**src/fcdma_pkg.sv**
```systemverilog
package fcdma_pkg;

  localparam int unsigned LOW_CHAN_MAX_COUNT = 16384;
  localparam int unsigned TOP_CHAN_MAX_COUNT = 65536;
  localparam int unsigned FIFO_BURST         = 4;

  localparam int unsigned NUM_CHAN = 4;
  localparam int unsigned ADDR_W   = 28;
  localparam int unsigned CNT_W    = 16;
  localparam int unsigned REM_W    = 17;
  localparam int unsigned CTRL_W   = 16;

  localparam logic [ADDR_W-1:0] FIFO_A_ADDR = 28'h40000A0;
  localparam logic [ADDR_W-1:0] FIFO_B_ADDR = 28'h40000A4;

  localparam logic [2:0] K_IMM     = 3'd0;
  localparam logic [2:0] K_FIFO_A  = 3'd3;
  localparam logic [2:0] K_FIFO_B  = 3'd4;
  localparam logic [2:0] K_CAPTURE = 3'd5;
  localparam logic [2:0] K_INVALID = 3'd6;

  localparam logic [2:0] EV_LAST = 3'd4;

  localparam logic [1:0] MODE_DEC  = 2'd1;
  localparam logic [1:0] MODE_HOLD = 2'd2;
  localparam logic [1:0] MODE_RELD = 2'd3;

  localparam logic [1:0] LANE_LO = 2'd0;
  localparam logic [1:0] LANE_HI = 2'd1;
  localparam logic [1:0] LANE_TOP = 2'd3;
  localparam logic [1:0] CHAN_TOP = 2'd3;

  typedef enum logic [2:0] {
    OP_SRC_WR  = 3'd0,
    OP_DST_WR  = 3'd1,
    OP_CNT_WR  = 3'd2,
    OP_CTRL_WR = 3'd3,
    OP_CTRL_RD = 3'd4,
    OP_EVENT   = 3'd5,
    OP_STEP    = 3'd6,
    OP_CAP_OFF = 3'd7
  } op_t;

  typedef struct packed {
    op_t        op;
    logic [1:0] ch;
    logic [1:0] lane;
    logic [7:0] data;
    logic       ev_ok;
    logic [2:0] ev_kind;
  } item_t;

  typedef struct packed {
    logic [7:0]        read_data;
    logic              xfer_valid;
    logic [1:0]        xfer_channel;
    logic [ADDR_W-1:0] src_addr;
    logic [ADDR_W-1:0] dst_addr;
    logic              word_size;
    logic              block_end;
    logic              irq_valid;
  } result_t;

  typedef struct packed {
    logic valid;
    logic ready;
  } hs_t;

  function automatic logic [ADDR_W-1:0] byte_merge(input logic [ADDR_W-1:0] r,
                                                   input logic [1:0] lane,
                                                   input logic [7:0] v);
    logic [ADDR_W-1:0] res;
    res = r;
    case (lane)
      2'd0:    res[7:0]   = v;
      2'd1:    res[15:8]  = v;
      2'd2:    res[23:16] = v;
      default: res[27:24] = v[3:0];
    endcase
    return res;
  endfunction

  function automatic logic [ADDR_W-1:0] step_addr(input logic [ADDR_W-1:0] a,
                                                  input logic [1:0] mode,
                                                  input logic word);
    logic [ADDR_W-1:0] sz;
    sz = word ? ADDR_W'(4) : ADDR_W'(2);
    if (mode == MODE_DEC) return a - sz;
    if (mode == MODE_HOLD) return a;
    return a + sz;
  endfunction

endpackage

```
**src/four_channel_dma_controller_core.sv**
```systemverilog
// channel | direction | ports
// in      | input     | in_valid/in_ready, opcode, channel, byte_index, data_byte, event_kind
// out     | output    | out_valid/out_ready, read_data, xfer_*, addrs, word_size, block_end, irq
//
// One beat in, one beat out; each beat is registered in the queue and then in the output register.
// The block sustains one beat per cycle while out_ready stays high.
// A two-entry queue sits between decode and execution; in_ready drops when it is full.
// The output register holds a result while out_ready is low; execution stalls behind it.
// Synchronous active-low reset clears all channel state; no channel active.
module four_channel_dma_controller_core #(
  parameter int unsigned LOW_CHAN_MAX_COUNT = fcdma_pkg::LOW_CHAN_MAX_COUNT,
  parameter int unsigned TOP_CHAN_MAX_COUNT = fcdma_pkg::TOP_CHAN_MAX_COUNT,
  parameter int unsigned FIFO_BURST         = fcdma_pkg::FIFO_BURST
) (
  input  logic        clk,
  input  logic        rst_n,
  input  logic        in_valid,
  output logic        in_ready,
  input  logic [2:0]  in_opcode,
  input  logic [1:0]  in_channel,
  input  logic [1:0]  in_byte_index,
  input  logic [7:0]  in_data_byte,
  input  logic [2:0]  in_event_kind,
  output logic        out_valid,
  input  logic        out_ready,
  output logic [7:0]  out_read_data,
  output logic        out_xfer_valid,
  output logic [1:0]  out_xfer_channel,
  output logic [27:0] out_src_addr,
  output logic [27:0] out_dst_addr,
  output logic        out_word_size,
  output logic        out_block_end,
  output logic        out_irq_valid
);

  logic               q_full, q_push, q_pop, q_head_valid;
  fcdma_pkg::item_t   q_in_item, q_head_item;
  fcdma_pkg::hs_t     out_hs;
  fcdma_pkg::result_t res;

  fcdma_front u_front (
    .in_valid      (in_valid),
    .in_ready      (in_ready),
    .in_opcode     (in_opcode),
    .in_channel    (in_channel),
    .in_byte_index (in_byte_index),
    .in_data_byte  (in_data_byte),
    .in_event_kind (in_event_kind),
    .q_full        (q_full),
    .q_push        (q_push),
    .q_item        (q_in_item)
  );

  fcdma_queue u_queue (
    .clk        (clk),
    .rst_n      (rst_n),
    .push       (q_push),
    .push_item  (q_in_item),
    .full       (q_full),
    .pop        (q_pop),
    .head_valid (q_head_valid),
    .head_item  (q_head_item)
  );

  fcdma_back #(
    .LOW_CHAN_MAX_COUNT (LOW_CHAN_MAX_COUNT),
    .TOP_CHAN_MAX_COUNT (TOP_CHAN_MAX_COUNT),
    .FIFO_BURST         (FIFO_BURST)
  ) u_back (
    .clk        (clk),
    .rst_n      (rst_n),
    .head_valid (q_head_valid),
    .head_item  (q_head_item),
    .pop        (q_pop),
    .out_hs_o   (out_hs),
    .out_ready  (out_ready),
    .res_o      (res)
  );

  assign out_valid        = out_hs.valid;
  assign out_read_data    = res.read_data;
  assign out_xfer_valid   = res.xfer_valid;
  assign out_xfer_channel = res.xfer_channel;
  assign out_src_addr     = res.src_addr;
  assign out_dst_addr     = res.dst_addr;
  assign out_word_size    = res.word_size;
  assign out_block_end    = res.block_end;
  assign out_irq_valid    = res.irq_valid;

endmodule

```
**src/fcdma_front.sv**
```systemverilog
module fcdma_front (
  input  logic              in_valid,
  output logic              in_ready,
  input  logic [2:0]        in_opcode,
  input  logic [1:0]        in_channel,
  input  logic [1:0]        in_byte_index,
  input  logic [7:0]        in_data_byte,
  input  logic [2:0]        in_event_kind,
  input  logic              q_full,
  output logic              q_push,
  output fcdma_pkg::item_t  q_item
);

  assign in_ready = !q_full;
  assign q_push   = in_valid && !q_full;

  always_comb begin
    q_item.op      = fcdma_pkg::op_t'(in_opcode);
    q_item.ch      = in_channel;
    q_item.lane    = in_byte_index;
    q_item.data    = in_data_byte;
    q_item.ev_ok   = (in_event_kind <= fcdma_pkg::EV_LAST);
    q_item.ev_kind = in_event_kind + 3'd1;
  end

endmodule

```
**src/fcdma_queue.sv**
```systemverilog
module fcdma_queue (
  input  logic             clk,
  input  logic             rst_n,
  input  logic             push,
  input  fcdma_pkg::item_t push_item,
  output logic             full,
  input  logic             pop,
  output logic             head_valid,
  output fcdma_pkg::item_t head_item
);

  fcdma_pkg::item_t mem [2];
  logic       wr_ptr_r, wr_ptr_nxt;
  logic       rd_ptr_r, rd_ptr_nxt;
  logic [1:0] cnt_r, cnt_nxt;

  assign full       = (cnt_r == 2'd2);
  assign head_valid = (cnt_r != 2'd0);
  assign head_item  = mem[rd_ptr_r];

  always_comb begin
    wr_ptr_nxt = push ? !wr_ptr_r : wr_ptr_r;
    rd_ptr_nxt = pop ? !rd_ptr_r : rd_ptr_r;
    cnt_nxt    = cnt_r + {1'b0, push} - {1'b0, pop};
  end

  always_ff @(posedge clk) begin
    if (push) begin
      mem[wr_ptr_r] <= push_item;
    end
  end

  always_ff @(posedge clk) begin
    if (!rst_n) begin
      wr_ptr_r <= 1'b0;
      rd_ptr_r <= 1'b0;
      cnt_r    <= 2'd0;
    end else begin
      wr_ptr_r <= wr_ptr_nxt;
      rd_ptr_r <= rd_ptr_nxt;
      cnt_r    <= cnt_nxt;
    end
  end

endmodule

```
**src/fcdma_back.sv**
```systemverilog
module fcdma_back #(
  parameter int unsigned LOW_CHAN_MAX_COUNT = fcdma_pkg::LOW_CHAN_MAX_COUNT,
  parameter int unsigned TOP_CHAN_MAX_COUNT = fcdma_pkg::TOP_CHAN_MAX_COUNT,
  parameter int unsigned FIFO_BURST         = fcdma_pkg::FIFO_BURST
) (
  input  logic              clk,
  input  logic              rst_n,
  input  logic              head_valid,
  input  fcdma_pkg::item_t  head_item,
  output logic              pop,
  output fcdma_pkg::hs_t    out_hs_o,
  input  logic              out_ready,
  output fcdma_pkg::result_t res_o
);

  localparam logic [15:0] LOW_MASK = 16'(LOW_CHAN_MAX_COUNT - 1);
  localparam logic [15:0] TOP_MASK = 16'(TOP_CHAN_MAX_COUNT - 1);
  localparam logic [16:0] LOW_MAX  = 17'(LOW_CHAN_MAX_COUNT);
  localparam logic [16:0] TOP_MAX  = 17'(TOP_CHAN_MAX_COUNT);
  localparam logic [16:0] BURST    = 17'(FIFO_BURST);

  logic [27:0] src_reg_r  [4], src_reg_nxt  [4];
  logic [27:0] dst_reg_r  [4], dst_reg_nxt  [4];
  logic [15:0] cnt_reg_r  [4], cnt_reg_nxt  [4];
  logic [27:0] src_work_r [4], src_work_nxt [4];
  logic [27:0] dst_work_r [4], dst_work_nxt [4];
  logic [16:0] rem_r      [4], rem_nxt      [4];
  logic [15:0] ctrl_r     [4], ctrl_nxt     [4];
  logic [3:0]  pend_r, pend_nxt;
  logic [2:0]  act_r, act_nxt;
  logic        out_valid_r, out_valid_nxt;
  fcdma_pkg::result_t res_r, res_nxt;
  logic        fire;

  assign fire          = head_valid && (!out_valid_r || out_ready);
  assign pop           = fire;
  assign out_valid_nxt = fire || (out_valid_r && !out_ready);
  assign out_hs_o.valid = out_valid_r;
  assign out_hs_o.ready = out_ready;
  assign res_o         = res_r;

  always_comb begin
    logic [1:0]  ch;
    logic [1:0]  a;
    logic [2:0]  kind;
    logic        was_on;
    logic        start;
    logic        found;
    logic [15:0] c;
    logic [15:0] cval;
    logic        fifo;
    logic        word;
    logic [27:0] cur_dst;
    logic [16:0] cur_rem;
    src_reg_nxt  = src_reg_r;
    dst_reg_nxt  = dst_reg_r;
    cnt_reg_nxt  = cnt_reg_r;
    src_work_nxt = src_work_r;
    dst_work_nxt = dst_work_r;
    rem_nxt      = rem_r;
    ctrl_nxt     = ctrl_r;
    pend_nxt     = pend_r;
    act_nxt      = act_r;
    res_nxt      = res_r;
    ch = head_item.ch;
    a = 2'd0; kind = fcdma_pkg::K_IMM; was_on = 1'b0; start = 1'b0; found = 1'b0;
    c = '0; cval = '0; fifo = 1'b0; word = 1'b0; cur_dst = '0; cur_rem = '0;
    if (fire) begin
      res_nxt = '0;
      unique case (head_item.op)
        fcdma_pkg::OP_SRC_WR: begin
          src_reg_nxt[ch] = fcdma_pkg::byte_merge(src_reg_r[ch], head_item.lane, head_item.data);
        end
        fcdma_pkg::OP_DST_WR: begin
          dst_reg_nxt[ch] = fcdma_pkg::byte_merge(dst_reg_r[ch], head_item.lane, head_item.data);
          if (ch != fcdma_pkg::CHAN_TOP) dst_reg_nxt[ch][27] = 1'b0;
        end
        fcdma_pkg::OP_CNT_WR: begin
          if (head_item.lane == fcdma_pkg::LANE_LO || head_item.lane == fcdma_pkg::LANE_HI) begin
            cval = cnt_reg_r[ch];
            if (head_item.lane == fcdma_pkg::LANE_LO) cval[7:0] = head_item.data;
            else cval[15:8] = head_item.data;
            cnt_reg_nxt[ch] = cval & ((ch == fcdma_pkg::CHAN_TOP) ? TOP_MASK : LOW_MASK);
          end
        end
        fcdma_pkg::OP_CTRL_WR: begin
          if (head_item.lane == fcdma_pkg::LANE_LO) begin
            ctrl_nxt[ch] = (ctrl_r[ch] & 16'hFF1F) | {8'h00, head_item.data & 8'hE0};
          end else if (head_item.lane == fcdma_pkg::LANE_HI) begin
            was_on = ctrl_r[ch][15];
            kind = {1'b0, head_item.data[5:4]};
            if (head_item.data[5:4] == 2'd3) begin
              if (ch == 2'd0) kind = fcdma_pkg::K_INVALID;
              else if (ch == fcdma_pkg::CHAN_TOP) kind = fcdma_pkg::K_CAPTURE;
              else if (dst_reg_r[ch] == fcdma_pkg::FIFO_A_ADDR) kind = fcdma_pkg::K_FIFO_A;
              else if (dst_reg_r[ch] == fcdma_pkg::FIFO_B_ADDR) kind = fcdma_pkg::K_FIFO_B;
              else kind = fcdma_pkg::K_INVALID;
            end
            ctrl_nxt[ch] = {head_item.data, ctrl_r[ch][7:5], 2'b00, kind};
            if (!was_on && head_item.data[7]) begin
              src_work_nxt[ch] = src_reg_r[ch];
              dst_work_nxt[ch] = dst_reg_r[ch];
              if (kind == fcdma_pkg::K_IMM) begin
                for (int i = 0; i < 4; i++) begin
                  if (ctrl_nxt[i][15] && ctrl_nxt[i][2:0] == fcdma_pkg::K_IMM) pend_nxt[i] = 1'b1;
                end
              end
            end
          end
        end
        fcdma_pkg::OP_CTRL_RD: begin
          if (head_item.lane == fcdma_pkg::LANE_LO) res_nxt.read_data = ctrl_r[ch][7:0] & 8'hE0;
          else if (head_item.lane == fcdma_pkg::LANE_HI) res_nxt.read_data = ctrl_r[ch][15:8];
        end
        fcdma_pkg::OP_EVENT: begin
          if (head_item.ev_ok) begin
            for (int i = 0; i < 4; i++) begin
              if (ctrl_r[i][15] && ctrl_r[i][2:0] == head_item.ev_kind) pend_nxt[i] = 1'b1;
            end
          end
        end
        fcdma_pkg::OP_CAP_OFF: begin
          if (ctrl_r[3][2:0] == fcdma_pkg::K_CAPTURE) ctrl_nxt[3][15] = 1'b0;
        end
        fcdma_pkg::OP_STEP: begin
          if (act_r[2]) begin
            for (int i = 3; i >= 0; i--) begin
              if (pend_r[i]) begin
                a = 2'(i);
                found = 1'b1;
              end
            end
            start = found;
          end else begin
            a = act_r[1:0];
            found = 1'b1;
          end
          if (found) begin
            c = ctrl_r[a];
            fifo = (c[2:0] == fcdma_pkg::K_FIFO_A) || (c[2:0] == fcdma_pkg::K_FIFO_B);
            word = fifo || c[10];
            cur_dst = (start && c[6:5] == fcdma_pkg::MODE_RELD) ? dst_reg_r[a] : dst_work_r[a];
            if (start) begin
              if (fifo) cur_rem = BURST;
              else if (cnt_reg_r[a] == 16'd0)
                cur_rem = (a == fcdma_pkg::CHAN_TOP) ? TOP_MAX : LOW_MAX;
              else cur_rem = {1'b0, cnt_reg_r[a]};
            end else begin
              cur_rem = rem_r[a];
            end
            res_nxt.xfer_valid   = 1'b1;
            res_nxt.xfer_channel = a;
            res_nxt.src_addr     = src_work_r[a];
            res_nxt.dst_addr     = cur_dst;
            res_nxt.word_size    = word;
            if (c[8:7] != 2'd3)
              src_work_nxt[a] = fcdma_pkg::step_addr(src_work_r[a], c[8:7], word);
            dst_work_nxt[a] = fifo ? cur_dst : fcdma_pkg::step_addr(cur_dst, c[6:5], word);
            if (cur_rem <= 17'd1) begin
              rem_nxt[a]        = '0;
              res_nxt.block_end = 1'b1;
              res_nxt.irq_valid = c[14];
              if (!c[9] || c[2:0] == fcdma_pkg::K_IMM || c[11]) ctrl_nxt[a][15] = 1'b0;
              pend_nxt[a] = 1'b0;
              act_nxt     = 3'b100;
            end else begin
              rem_nxt[a] = cur_rem - 17'd1;
              act_nxt    = {1'b0, a};
            end
          end
        end
        default: ;
      endcase
    end
  end

  always_ff @(posedge clk) begin
    if (!rst_n) begin
      for (int i = 0; i < 4; i++) begin
        src_reg_r[i]  <= '0;
        dst_reg_r[i]  <= '0;
        cnt_reg_r[i]  <= '0;
        src_work_r[i] <= '0;
        dst_work_r[i] <= '0;
        rem_r[i]      <= '0;
        ctrl_r[i]     <= '0;
      end
      pend_r      <= '0;
      act_r       <= 3'b100;
      out_valid_r <= 1'b0;
      res_r       <= '0;
    end else begin
      src_reg_r   <= src_reg_nxt;
      dst_reg_r   <= dst_reg_nxt;
      cnt_reg_r   <= cnt_reg_nxt;
      src_work_r  <= src_work_nxt;
      dst_work_r  <= dst_work_nxt;
      rem_r       <= rem_nxt;
      ctrl_r      <= ctrl_nxt;
      pend_r      <= pend_nxt;
      act_r       <= act_nxt;
      out_valid_r <= out_valid_nxt;
      res_r       <= res_nxt;
    end
  end

endmodule

```
**config.mk**
```make
export PLATFORM = sky130hd
export DESIGN_NAME = four_channel_dma_controller_core
export DESIGN_NICKNAME = d
export VERILOG_FILES = /design/src/fcdma_pkg.sv /design/src/four_channel_dma_controller_core.sv /design/src/fcdma_front.sv /design/src/fcdma_queue.sv /design/src/fcdma_back.sv
export SDC_FILE = /design/constraint.sdc
export NUM_CORES = 2
export LEC_CHECK = 0
export ABC_AREA = 1
export BUFFER_PORTS_ARGS = -buffer_cell sky130_fd_sc_hd__buf_4
export CAP_MARGIN = 5
export CORE_ASPECT_RATIO = 1.1
export CORE_MARGIN = 4
export CORE_UTILIZATION = 54
export DETAILED_ROUTE_END_ITERATION = 16
export HOLD_SLACK_MARGIN = 0.02
export PLACE_DENSITY = 0.85
export SLEW_MARGIN = 25
export SYNTH_ARGS = -nofsm -noshare
export SYNTH_HDL_FRONTEND = slang
export SYNTH_SLANG_ARGS = --single-unit
```
**constraint.sdc**
```tcl
create_clock -name clk -period 4.76 [get_ports clk]
set_input_delay 0.476 -clock clk [delete_from_list [all_inputs] [get_ports clk]]
set_output_delay 0.476 -clock clk [all_outputs]
set_load 0.02 [all_outputs]
```
# Word-level counts from Yosys, hierarchy flattened

Memory sizes are Yosys's and may differ from the RTL's. A register that Yosys moved wholly into a read port is not among the register bits.
Cells that the tools add are included.

Memory bits (writable): 38
Bits in registers: 726
Memories kept: 1
Input port bits: 22

$lt $le $gt $ge: 8
$add $sub $neg: 8
Mux-type cells: 207
Reductions and logical operators: 57
Eq/ne operators: 48
Bitwise gates (word level): 12

Memory list:

| name        | words | width | rd ports | clocked after Yosys merged registers in | write ports | RTL line          | text |
|---|---|---|---|---|---|---|---|
| u_queue.mem | 2     | 19    | 1        | 1                                       | 1           | fcdma_queue.sv:12 | `fcdma_pkg::item_t mem [2];` |

Operator list:

| operator                                | number |
|---|---|
| two-way mux 112 bit                     | 10 |
| two-way mux 28 bit                      | 30 |
| bitwise mux 112 bit                     | 6 |
| one-hot mux 112 bit (2 select lines)    | 2 |
| two-way mux 64 bit                      | 5 |
| binary-select mux 28 bit (select 2 bit) | 5 |
| two-way mux 8 bit                       | 29 |
| bitwise mux 64 bit                      | 3 |
| two-way mux 17 bit                      | 10 |
| demux 28 bit (select 2 bit)             | 3 |
| two-way mux 16 bit                      | 9 |
| binary-select mux 16 bit (select 2 bit) | 4 |
| two-way mux 62 bit                      | 2 |
| bitwise AND 112 bit                     | 1 |
| NOT 112 bit                             | 1 |
| one-hot mux 48 bit (2 select lines)     | 1 |
| bitwise AND 68 bit                      | 1 |
| bitwise mux 68 bit                      | 1 |
| two-way mux 68 bit                      | 1 |
| NOT 68 bit                              | 1 |
| bitwise AND 64 bit                      | 1 |
| demux 16 bit (select 2 bit)             | 2 |
| NOT 64 bit                              | 1 |
| adder 28 bit                            | 2 |
| other kinds (51)                        | 209 |

# Longest topological paths before layout

Depth after elaboration: 32
Gate-level depth with buffers: 30

# Hierarchy

From an unflattened synthesis, not the netlist that was laid out.

Cell total of the unflattened synthesis: 6061
Area, all modules: 40481.3 um2

By module, submodules not included:

| module      | area each (um2) | cells each | instances |
|---|---|---|---|
| fcdma_back  | 38645.8         | 5939       | 1 |
| fcdma_queue | 1652.8          | 93         | 1 |
| fcdma_front | 182.7           | 29         | 1 |

# Least setup slack after synthesis

Ideal clock, no wire load.

Path kind: reg2reg
Start: register u_back.pend_r[2]
End: register u_back.src_work_r[26] (netlist name)
Setup time: 119 ps
Path slack: 12 ps
Cell stages (with the launch flop): 27
Data arrival time: 4629 ps
Data required time: 4641 ps
Clock period less this slack: 4748 ps
Cell sequence: dfxtp_1 -> inv_2 -> nand2_1 -> nand2_1 -> nand2_4 -> nand2_4 -> buf_12 -> nand2_8 -> buf_2 -> buf_6 -> buf_2 -> buf_1 -> o21ai_0 -> nor4_1 -> inv_1 -> ha_1 -> a21oi_1 -> inv_1 -> nand2_1 -> nor2_1 -> nand4_1 -> o21ai_1 -> o211ai_1 -> nor2_1 -> nand3_1 -> nand3_1 -> a21oi_1

Cells in the longest elaborated chain, start to end: 27
Elaborated cells on any way between the ends: 60
Classes of those cells: 2 x add/sub; 2 x order compare; 7 x eq/ne; 44 x mux; 1 x bitwise; 4 x reduce/logical

RTL lines:

| element                                                    | RTL line                             | text |
|---|---|---|
| start: declaration                                         | fcdma_back.sv:29                     | `logic [3:0] pend_r, pend_nxt;` |
| start signal: assignment                                   | fcdma_back.sv:200                    | `pend_r <= pend_nxt;` |
| two-way mux 2 bit (3 in a row)                             | fcdma_back.sv:128                    | `if (pend_r[i]) begin` |
| two-way mux 2 bit                                          | fcdma_back.sv:126                    | `if (act_r[2]) begin` |
| two-way mux 2 bit                                          | fcdma_back.sv:70                     | `unique case (head_item.op)` |
| two-way mux 2 bit                                          | fcdma_back.sv:68                     | `if (fire) begin` |
| NOT 2 -> 3 bit (implied by the code)                       | fcdma_back.sv:139, fcdma_back.sv:157 |  |
| binary-select mux 16 bit (select 2 bit)                    | fcdma_back.sv:139                    | `c = ctrl_r[a];` |
| two-way mux 15 bit (implied by the code) (2 in a row)      | fcdma_back.sv:139                    |  |
| equality test 3 x 2 -> 1 bit, or another cell as far along | fcdma_back.sv:140                    | `fifo = (c[2:0] == fcdma_pkg::K_FIFO_A) \|\| (c[2:0] == fcdma_pkg::K_FIFO_B);` |
| [... 8 more ...]                                           | --                                   |  |
| two-way mux 28 bit                                         | fcdma_back.sv:156                    | `if (c[8:7] != 2'd3)` |
| two-way mux 28 bit                                         | fcdma_back.sv:138                    | `if (found) begin` |
| two-way mux 28 bit                                         | fcdma_back.sv:70                     |  |
| two-way mux 28 bit                                         | fcdma_back.sv:68                     |  |
| bitwise mux 112 bit                                        | fcdma_back.sv:157                    | `src_work_nxt[a] = fcdma_pkg::step_addr(src_work_r[a], c[8:7], word);` |
| two-way mux 112 bit                                        | fcdma_back.sv:156                    |  |
| two-way mux 112 bit                                        | fcdma_back.sv:138                    |  |
| one-hot mux 112 bit (2 select lines)                       | fcdma_back.sv:70                     |  |
| end signal: assignment                                     | fcdma_back.sv:196                    | `src_work_r <= src_work_nxt;` |
| end: declaration                                           | fcdma_back.sv:25                     | `logic [27:0] src_work_r [4], src_work_nxt [4];` |

Parallel ways exist; a longest one is shown, timed or not. The select of a mux whose other input is x is not followed.
A chain may end at the register's enable or synchronous reset.

# Worst setup path after layout

Start: register u_back.pend_r[0]
End: register u_back.ctrl_r[14] (netlist name)

Cells in the longest elaborated chain, start to end: 18
Elaborated cells on any way between the ends: 49
Classes of those cells: 1 x order compare; 6 x eq/ne; 32 x mux; 3 x bitwise; 7 x reduce/logical

RTL lines:

| element                                                                                     | RTL line                                                | text |
|---|---|---|
| two-way mux 2 bit                                                                           | fcdma_back.sv:128                                       |  |
| two-way mux 2 bit                                                                           | fcdma_back.sv:126                                       |  |
| two-way mux 2 bit                                                                           | fcdma_back.sv:70                                        |  |
| two-way mux 2 bit                                                                           | fcdma_back.sv:68                                        |  |
| NOT 2 -> 3 bit (implied by the code)                                                        | --                                                      |  |
| binary-select mux 16 bit (select 2 bit), on equally long branches                           | fcdma_back.sv:145, fcdma_back.sv:147, fcdma_back.sv:139 |  |
| two-way mux 16 bit (implied by the code) or two-way mux 15 bit (tied branches) (2 in a row) | fcdma_back.sv:145, fcdma_back.sv:147, fcdma_back.sv:139 |  |
| logical NOT 16 bit, or another cell as far along                                            | fcdma_back.sv:145                                       | `else if (cnt_reg_r[a] == 16'd0)` |
| two-way mux 17 bit or logical OR 1 bit (tied branches)                                      | fcdma_back.sv:145, fcdma_back.sv:140                    |  |
| two-way mux 17 bit                                                                          | fcdma_back.sv:144                                       | `if (fifo) cur_rem = BURST;` |
| two-way mux 17 bit                                                                          | fcdma_back.sv:143                                       | `if (start) begin` |
| two-way mux 17 bit                                                                          | fcdma_back.sv:138                                       |  |
| two-way mux 17 bit                                                                          | fcdma_back.sv:70                                        |  |
| two-way mux 17 bit                                                                          | fcdma_back.sv:68                                        |  |
| less-or-equal comparator 17 x 1 -> 1 bit                                                    | fcdma_back.sv:159                                       | `if (cur_rem <= 17'd1) begin` |
| != test 2 x 1 -> 1 bit (no source line)                                                     | --                                                      |  |
| AND reduction 6 bit (no source line)                                                        | --                                                      |  |
| end signal: assignment                                                                      | fcdma_back.sv:199                                       | `ctrl_r <= ctrl_nxt;` |
| end: declaration                                                                            | fcdma_back.sv:28                                        | `logic [15:0] ctrl_r [4], ctrl_nxt [4];` |

Parallel ways exist; a longest one is shown, timed or not. The select of a mux whose other input is x is not followed.

==> flow_summary.json <==
{
  "status": "finished, final reports clean",
  "cts_buffer_depth": 3,
  "hold_start": "in_channel[1]",
  "startpoint_type": "flop",
  "wl_mm": 148,
  "synth_edf_count": 38,
  "grt_pass1_vias": 41200,
  "finalCriticalPeriod_ns": 4.51,
  "post_drt_wl_per_cell_um": 20.8,
  "power.density_nw_per_um2": 669,
  "final-setup-viol-count": 0,
  "reg2reg_from": "u_back.pend_r[0]",
  "postPlaceCellArea_um2": 42200,
  "end_kind": "flop",
  "reg2reg_slack_ns": 0.25,
  "cp.required_ns": 5.36,
  "synthArstFlopShare_pct": 0,
  "drv_slew": 0,
  "dr.max_layer_used": "met5",
  "grt_overflow_total": 0,
  "critPathKind": "flop to flop",
  "cp_cell_sequence": "nor2_1 > nand3_1 > nand2_4 > nand2_8 > inv_4 > nand2_1 > nand3_1 > nor2_1 > nand2_1 > nor2_1 > nand3_1 > nor2_1 > nor2_1 > nand2_1 > nor2_1 > nand2_1 > nand3_2 > nand4_2 > nand2_1 > nand2_1 > nor2_1",
  "wl_met1_mm": 53.7,
  "drive_gt1_share_pct": 8.27,
  "ys_types": 69,
  "gp_congestion": 1.00,
  "post-route-period-util_pct": 94.7,
  "ant_nets": 0,
  "dp_hpwl_mm": 94.3,
  "cpMaxStageDelayCell": "inv_4",
  "min_path_cells": 1,
  "io_buffers": 93,
  "ios": 94,
  "crit_family": "simple AND/OR/NAND/NOR gates",
  "route.detailed.drc": 0,
  "final.setup.tns_ns": 0,
  "wl_met3_mm": 20.9,
  "die_x_um": 270,
  "slowest_delay_ns": 0.77,
  "r2r-end": "u_back.ctrl_r[14]",
  "synth_seq_cells": 757,
  "via_count": 44400,
  "synth_cells": 6154,
  "crit_fanout": 55,
  "syn_area_per_cell_um2": 6.60,
  "area_growth_syn_to_layout_pct": 11.2,
  "cp_num_buf_inv": 1,
  "yosys_warnings": 0,
  "worstMarginPinSlew_ns": 1.22,
  "antenna_found_initial": 3,
  "arrival_ns": 5.11,
  "drv_cap": 0,
  "drt_iter0_markers": 7213,
  "clkSinkCount": 757,
  "clockRootBuffer": "clkbuf_16",
  "peakVddDrop_v": 0.000668,
  "grt_pass1_wl_mm": 227,
  "numCtsBuffers": 82,
  "grt_max_degree": 184,
  "die_area_um2": 79700,
  "relSlewSlack_pct": 17.6,
  "rsz0062_at_grt": "no",
  "hold_viol": 0,
  "met2_length_mm": 62.6,
  "setup_slack_ns": 0.254,
  "yosysSeqAreaShare_pct": 38.2,
  "rows": 105,
  "crit_top_cell": "nor2_1",
  "fin_skew_ns": 0.0362,
  "design_area_um2": 45200,
  "cts_resized": 0,
  "nNetsFinal": 6142,
  "leakage_nw": 20.5,
  "clock.fmax_mhz": 222,
  "synth_nets": 6194,
  "placeableCoreArea_um2": 74600,
  "die_h_um": 296,
  "grt_usage_pct": 35.2,
  "clk_pin_slew_ns": 0.06,
  "vias_per_cell": 6.22,
  "cts_tree": "done",
  "clkLatencyLatePin_ns": 0.66,
  "synth_area_um2": 40600,
  "place_ws_ns": 0.458,
  "hold_class": "input pin to flop",
  "r2r_cells": 21,
  "drtPass1Iterations": 8,
  "htree_levels": 3,
  "min_to": "u_queue.mem[1][15]",
  "start_util_pct": 54.5,
  "synth_ff_type": "dfxtp_1"
}
[final cells by class]
cell class | count | area, um2
Clock inverter | 29 | 390
Tap cell | 963 | 1200
Sequential cell | 757 | 15500
Clock buffer | 118 | 2460
Inverter | 822 | 3100
Timing Repair Buffer | 255 | 2080
Fill cell | 6659 | 29400
Multi-Input combinational cell | 4184 | 20400
Antenna cell | 5 | 12.5
[cells in the final DEF, fill, tap and decap left out, types with 8 or more instances in the layout]
| master | instances |
|---|---|
| nand2_1 | 1246 |
| a21oi_1 | 967 |
| inv_1 | 793 |
| dfxtp_1 | 719 |
| o21ai_0 | 700 |
| nor2_1 | 402 |
| nand3_1 | 303 |
| buf_4 | 230 |
| o22ai_1 | 117 |
| clkbuf_16 | 85 |
| a22oi_1 | 57 |
| nand4_1 | 56 |
| edfxtp_1 | 38 |
| o221ai_1 | 32 |
| xor2_1 | 25 |
| o21ai_1 | 24 |
| clkbuf_8 | 22 |
| inv_2 | 20 |
| nand2_2 | 18 |
| nor3_1 | 18 |
| o211ai_1 | 16 |
| or2_2 | 15 |
| nor2_4 | 14 |
| ha_1 | 14 |
| dlygate4sd3_1 | 14 |
| o21ai_2 | 13 |
| a21oi_2 | 12 |
| a211oi_1 | 12 |
| clkbuf_1 | 12 |
| clkinv_2 | 11 |
| o21a_1 | 10 |
| nor2_2 | 10 |
| buf_12 | 10 |
| a221oi_1 | 9 |
| bufinv_16 | 9 |
| clkinv_1 | 8 |
| a22o_1 | 8 |
| nand4_2 | 8 |
[flip-flops by register name, indices dropped and copies added, names as in the netlist, named ones only]
register and flops:
u_back.act_r 3, u_back.cnt_reg_r 64, u_back.ctrl_r 56, u_back.dst_reg_r 108, u_back.dst_work_r 112, u_back.out_valid_r 1, u_back.pend_r 4, u_back.rem_r 68
u_back.res_o 70, u_back.src_reg_r 112, u_back.src_work_r 112, u_queue.cnt_r 2, u_queue.mem 38, u_queue.rd_ptr_r 1, u_queue.wr_ptr_r 1
[metal layers]
layer  vias to the layer above  GRT usage [%]
li1                      20300              -
met3                       800           10.2
met4                         2           22.9
met1                     20000           43.4
met2                      3259           54.2
met5                         -          0.175
[cells in the mapped netlist, drive strengths merged (2+ instances only)]
master / count / area share, %
a211oi: 12 / 0.22
mux2i: 2 / 0.049
o211ai: 16 / 0.30
o31ai: 5 / 0.092
o21a: 10 / 0.18
edfxtp: 38 / 2.8
nor3: 19 / 0.25
xor2: 25 / 0.54
a22oi: 57 / 1.1
a21boi: 2 / 0.046
o22ai: 117 / 1.8
fa: 4 / 0.20
ha: 14 / 0.43
nand4: 64 / 1.1
o21ai: 739 / 9.3
a21oi: 979 / 12
buf: 126 / 1.8
nand2: 1271 / 12
o41ai: 6 / 0.13
o221ai: 32 / 0.69
a221oi: 9 / 0.19
and2: 2 / 0.031
xnor2: 7 / 0.15
a31oi: 3 / 0.046
nor2: 427 / 4.2
nor4: 8 / 0.12
nand3: 309 / 3.9
o2111ai: 4 / 0.10
o21bai: 4 / 0.074
dfxtp: 719 / 35
or2: 18 / 0.28
clkinv: 6 / 0.055
nand3b: 3 / 0.086
inv: 816 / 7.6
clkbuf: 265 / 2.5
a22o: 8 / 0.17
[worst max path at each step]
stage	from	endpoint	slack [ns]	depth (start not counted)
after floorplan	u_back.pend_r[2]	u_back.src_work_r[26]	0.01	26
after detailed placement	u_back.act_r[2]	u_back.src_work_r[24]	0.46	26
after global routing	u_back.act_r[2]	u_back.src_work_r[42]	0.0009	24
after global placement	u_back.act_r[2]	u_back.src_work_r[111]	0.58	25
final	u_back.pend_r[0]	u_back.ctrl_r[14]	0.25	21
after CTS	u_back.pend_r[0]	u_back.ctrl_r[14]	0.45	21
[power breakdown]
part           leakage (nW)  internal (mW)  switching (mW)  total, mW
logic                  12.9           3.89            12.4       16.3
clock network          1.40           4.08            2.74       6.82
registers              6.15           6.85           0.275       7.13
[per-stage QoR]
step	std cells	hold slack (ns)	utilization (%)	total power, mW
4_1_cts	7127	0.0278	60.5	29.3
2_1_floorplan	6154	0.426	-	17.4
5_1_grt	7128	0.0224	60.5	31.4
3_3_place_gp	6967	0.436	56.5	22.4
3_5_place_dp	6967	0.446	56.5	22.5
6_report	7133	0.0291	60.6	30.2
[logic make-up (layout without fill, tap and decap cells)]
family	after synthesis	after routing	share of synthesized area, %
buf+inv	1213	1224	11.8
xor+xnor	32	32	0.690
mux	2	2	0.0493
compound gates	2010	2010	26.6
simple gates	2122	2122	21.9
flops	757	757	38.2
other cells	0	5	0
fa+ha+maj	18	18	0.628
[repair_timing]
action                                 in CTS  in global routing
endpoints found under the hold margin      26                  2
hold buffers                               13                  1
buffers inserted                            0                  0
(Power assumes the default switching activity.)
